`config.mk`:
```
export PLATFORM = sky130hd
export DESIGN_NAME = gkc_divider
export DESIGN_NICKNAME = d
export VERILOG_FILES = /design/src/hw/rtl/gkc_pkg.sv /design/src/hw/rtl/gkc_divider.sv
export SDC_FILE = /design/constraint.sdc
export NUM_CORES = 1
export LEC_CHECK = 0
export ABC_AREA = 1
export BUFFER_PORTS_ARGS = -buffer_cell sky130_fd_sc_hd__buf_2
export CORE_ASPECT_RATIO = 0.6
export CORE_UTILIZATION = 39
export DETAILED_ROUTE_END_ITERATION = 10
export PLACE_DENSITY = 0.68
export SETUP_SLACK_MARGIN = 0.15
export SLEW_MARGIN = 5
export SYNTH_ARGS = -nofsm -noshare
export SYNTH_HDL_FRONTEND = slang
export SYNTH_SLANG_ARGS = --single-unit
```
`constraint.sdc`:
```
create_clock -name clk_i -period 3.5 [get_ports clk_i]
set_clock_uncertainty 0.1 [all_clocks]
set_input_delay 0.175 -clock clk_i [delete_from_list [all_inputs] [get_ports clk_i]]
set_output_delay 0.175 -clock clk_i [all_outputs]
set_load 0.05 [all_outputs]
```
`src/hw/rtl/gkc_pkg.sv`:
```
// Shared types and constants for the grey kernel convolution core.
package gkc_pkg;

  localparam int unsigned CfgIdxBits  = 3;
  localparam int unsigned CfgDataBits = 60;
  localparam int unsigned SlotBits    = 12;
  localparam int unsigned GridSize    = 5;
  localparam int unsigned GridCentre  = 2;
  localparam int unsigned PixBits     = 8;
  localparam int unsigned PixMax      = 255;

  typedef enum logic [CfgIdxBits-1:0] {
    REG_KROW0   = 3'd0,
    REG_KROW1   = 3'd1,
    REG_KROW2   = 3'd2,
    REG_KROW3   = 3'd3,
    REG_KROW4   = 3'd4,
    REG_WIDTH   = 3'd5,
    REG_HEIGHT  = 3'd6,
    REG_DIVISOR = 3'd7
  } cfg_idx_e;

  // Sequencer states.
  typedef enum logic [2:0] {
    ST_IDLE,
    ST_SHIFT,
    ST_MAC,
    ST_DIV,
    ST_OUT
  } state_e;

endpackage

```
`src/hw/rtl/gkc_divider.sv`:
```
// Restoring divider, one quotient bit per cycle, saturating at 255.
module gkc_divider #(
  parameter int unsigned NumBits = 40,
  parameter int unsigned DenBits = 20
) (
  input  logic               clk_i,
  input  logic               rst_ni,
  input  logic               start_i,
  input  logic [NumBits-1:0] num_i,
  input  logic [DenBits-1:0] den_i,
  output logic               done_o,
  output logic [7:0]         quot_o
);

  localparam int unsigned CntBits = $clog2(NumBits + 1);

  logic [NumBits-1:0] num_q, num_d;
  logic [NumBits-1:0] quo_q, quo_d;
  logic [DenBits:0]   rem_q, rem_d;
  logic [DenBits-1:0] den_q, den_d;
  logic [CntBits-1:0] cnt_q, cnt_d;
  logic               busy_q, busy_d;
  logic [DenBits:0]   trial;

  always_comb begin
    num_d  = num_q;
    quo_d  = quo_q;
    rem_d  = rem_q;
    den_d  = den_q;
    cnt_d  = cnt_q;
    busy_d = busy_q;
    trial  = {rem_q[DenBits-1:0], num_q[NumBits-1]};
    if (start_i) begin
      num_d  = num_i;
      den_d  = den_i;
      rem_d  = '0;
      quo_d  = '0;
      cnt_d  = CntBits'(NumBits);
      busy_d = 1'b1;
    end else if (busy_q) begin
      num_d = {num_q[NumBits-2:0], 1'b0};
      if (trial >= {1'b0, den_q}) begin
        rem_d = trial - {1'b0, den_q};
        quo_d = {quo_q[NumBits-2:0], 1'b1};
      end else begin
        rem_d = trial;
        quo_d = {quo_q[NumBits-2:0], 1'b0};
      end
      cnt_d = cnt_q - 1'b1;
      if (cnt_q == CntBits'(1)) begin
        busy_d = 1'b0;
      end
    end
  end

  always_ff @(posedge clk_i or negedge rst_ni) begin
    if (!rst_ni) begin
      busy_q <= 1'b0;
      cnt_q  <= '0;
    end else begin
      busy_q <= busy_d;
      cnt_q  <= cnt_d;
    end
  end

  always_ff @(posedge clk_i) begin
    num_q <= num_d;
    quo_q <= quo_d;
    rem_q <= rem_d;
    den_q <= den_d;
  end

  assign done_o = busy_q && (cnt_q == CntBits'(1));
  assign quot_o = (|quo_d[NumBits-1:8]) ? 8'(gkc_pkg::PixMax) : quo_d[7:0];

endmodule

```
==> impl_metrics.env <==
export IMPL_outcome="finished clean"
export IMPL_drc=0
export IMPL_synth_nets=913
export IMPL_arrival_ps=2790
export IMPL_grt_pass1_wl_um=25800
export IMPL_rsz0062_at_grt="no"
export IMPL_core_um2=15700
export IMPL_top_layer_used="met4"
export IMPL_cts_root_buf="clkbuf_16"
export IMPL_synthToLayoutAreaGrowth_pct=27.4
export IMPL_final_cells=1177
export IMPL_cts_path_max_buffers=2
export IMPL_cts_sinks=127
export IMPL_synthCells=827
export IMPL_power_mw=5.08
export IMPL_nFillCells=1476
export IMPL_place_ws_ps=788
export IMPL_path_class="reg -> out"
export IMPL_insertedDiodeCount=0
export IMPL_die_h_um=101
export IMPL_clk_pin_slew_ps=60
export IMPL_initial_core_util_pct=40.7
export IMPL_power_internal_mw=3.35
export IMPL_crit_path_end_kind="primary output"
export IMPL_worstSetupStartpointType="flip-flop"
export IMPL_fmax_ghz=0.326
export IMPL_grt_pass1_vias=5204
export IMPL_slew_headroom_pct=56.6
export IMPL_dp_cells=1084
export IMPL_async_reset_ff_share_pct=5.51
export IMPL_rr_startpoint="den_q[2]$_DFFE_PP_"
export IMPL_vdd_drop_max_uv=283
export IMPL_insertion_delay_ps=410
export IMPL_track_usage_pct=19.4
export IMPL_drt_met1_wl_um=8280
export IMPL_cts_buffers=17
export IMPL_synthFlopType="edfxtp_1"
export IMPL_required_ps=3220
export IMPL_drt_iter0_drc=314
export IMPL_reg2reg_to="rem_q[0]$_SDFFE_PP0P_"
export IMPL_final_min_clock_period_ps=3070
export IMPL_grt_overflow_total=0
export IMPL_setup_ws_ps=433
export IMPL_power_share_clock_pct=35.2
export IMPL_p_sw_mw=1.73
export IMPL_whs_ps=30.8
export IMPL_power_density_nw_per_um2=625
export IMPL_min_path_type="in -> async"
export IMPL_vias=5526
export IMPL_postLayoutCellArea_um2=8130
export IMPL_crit_fanout=16
export IMPL_route_met2_wl_um=6060
export IMPL_drv_cap=0
export IMPL_swShare_pct=34.1
export IMPL_drive_gt1_share_pct=12.6
export IMPL_fp_row_count=35
export IMPL_viasPerCell=4.69
export IMPL_wl_per_cell_um=13.1
export IMPL_r2r_cells=14
export IMPL_wl_met3_um=977
export IMPL_worst_pin_slew_ps=650
export IMPL_placed_area_um2=6910
export IMPL_tns_ps=0
export IMPL_rrSetupSlack_ps=880
export IMPL_nets=1047
export IMPL_netlist_area_um2=6380
export IMPL_ys_seq_area_share_pct=49.8
export IMPL_ioPinCount=72
export IMPL_die_w_um=167
export IMPL_antenna_found_initial=0
export IMPL_gp_congestion=0.900
export IMPL_ys_types=32
export IMPL_min_period_over_period_pct=87.6
export IMPL_ys_warn_count=0
export IMPL_synth_avg_cell_area_um2=7.71
export IMPL_dp_final_hpwl_um=10000
export IMPL_htree_levels=4
export IMPL_synth_edff_count=60
export IMPL_seqPwrFrac_pct=35.7
export IMPL_first_pass_iters=6
export IMPL_tritoncts="built"
export IMPL_finalSetupViolCount=0
export IMPL_dieArea_um2=16900
export IMPL_fin_util_pct=51.8
export IMPL_totalWireLength_um=15400
export IMPL_grt_max_degree=49
export IMPL_slew_violations=0
export IMPL_portBuffers=71
export IMPL_hold_violations=0
export IMPL_synth_ff_latch_count=127
export IMPL_ant_nets=0
export IMPL_leakagePower_nw=4.01
export IMPL_combPwrFrac_pct=29.1
placed cells by master (no fill, tap or decap), types with 2 or more instances in the layout:
| cell type | n |
|---|---|
| nand2_1 | 310 |
| inv_1 | 134 |
| buf_2 | 71 |
| dlygate4sd3_1 | 61 |
| edfxtp_1 | 60 |
| dfxtp_1 | 60 |
| nand3_1 | 50 |
| nor2_1 | 48 |
| o22ai_1 | 37 |
| ha_1 | 22 |
| clkbuf_16 | 19 |
| a21oi_1 | 17 |
| o21ai_0 | 11 |
| buf_4 | 8 |
| nand4_1 | 7 |
| dfrtp_1 | 7 |
| nand2_2 | 5 |
| nand3b_1 | 5 |
| o21ai_1 | 4 |
| xnor2_1 | 4 |
| xor2_1 | 4 |
| inv_6 | 4 |
| nor3_1 | 3 |
| nor4_1 | 3 |
| clkinv_4 | 3 |
| inv_2 | 2 |
| nor2_2 | 2 |
| nor2_4 | 2 |
| clkinv_2 | 2 |
area by class of cell:
cell class	count	area, um^2	share of cell area (%)
sequential	127	3180	39.1
multi-input combinational	539	2560	31.5
timing repair buffer	140	1030	12.6
inverter	136	510	6.28
clock buffer	20	480	5.91
tap	203	254	3.13
clock inverter	12	119	1.46
worst max-delay path: stages (launching register included):
cell and delay (ps):
edfxtp_1 330, inv_1 40, ha_1 400, nand2_1 80
nand2_1 110, nand2_1 80, nand3_1 190, nand2_1 110
nand2_1 120, nand2_2 240, nand2_2 150, nand2_2 140
nand3_1 130, buf_2 260
worst max-delay path by stage:
stage | to | startpoint | slack [ps]
6_report | quot_o[0] | den_q[2]$_DFFE_PP_ | 430
3_5_place_dp | quot_o[0] | den_q[18]$_DFFE_PP_ | 790
3_3_place_gp | quot_o[0] | den_q[11]$_DFFE_PP_ | 860
5_1_grt | quot_o[0] | den_q[12]$_DFFE_PP_ | 210
2_1_floorplan | quot_o[5] | busy_q$_DFF_PN0_ | 610
4_1_cts | quot_o[0] | den_q[18]$_DFFE_PP_ | 350
power groups by stage:
stage / registers (mW) / clock network (mW) / logic (mW)
after floorplan: 1.82 / 0 / 1.08
after global placement: 1.83 / 0 / 1.38
after detailed placement: 1.84 / 0 / 1.39
after CTS: 1.81 / 1.81 / 1.45
after global routing: 1.83 / 1.89 / 1.67
final: 1.81 / 1.79 / 1.48
flip-flops by register name, summed over array words and instances, names as in the netlist:
signal / count
quo_q: 40
num_q: 40
cnt_q: 6
rem_q: 20
den_q: 20
busy_q: 1
per-layer routing:
metal | vias up | global-route usage [%]
met5 | - | 0
met4 | 0 | 5.91
met3 | 9 | 4.20
met2 | 158 | 27.7
met1 | 2466 | 28.8
li1 | 2893 | -
cells by family (layout without fill, tap and decap cells):
kind of cell	after synthesis	after routing	share of synthesized area, %
AO/OA/AOI/OAI	71	71	6.38
flip-flops	127	127	49.8
buffers and inverters	161	308	10.1
adder cells (fa/ha/maj)	23	23	4.63
XOR/XNOR	8	8	1.10
AND/OR/NAND/NOR	437	437	28.0
timing repair:
item / 4_1_cts / 5_1_grt
hold buffers: 61 / 0
gates resized for setup: 0 / 1
setup endpoints to repair: 0 / 1
endpoints found under the hold margin: 67 / 0
setup buffers: 0 / 0
Yosys cell counts (all sizes together), types with 7 or more instances:
cell	count	area, um^2
a21oi	17	85.1
buf	15	96.3
clkbuf	10	37.5
dfrtp	7	175
dfxtp	60	1200
edfxtp	60	1800
ha	22	275
inv	136	510
nand2	315	1190
nand3	50	250
nand4	7	43.8
nor2	52	210
o21ai	15	75.1
o22ai	37	231
(Power assumes the default switching activity.)
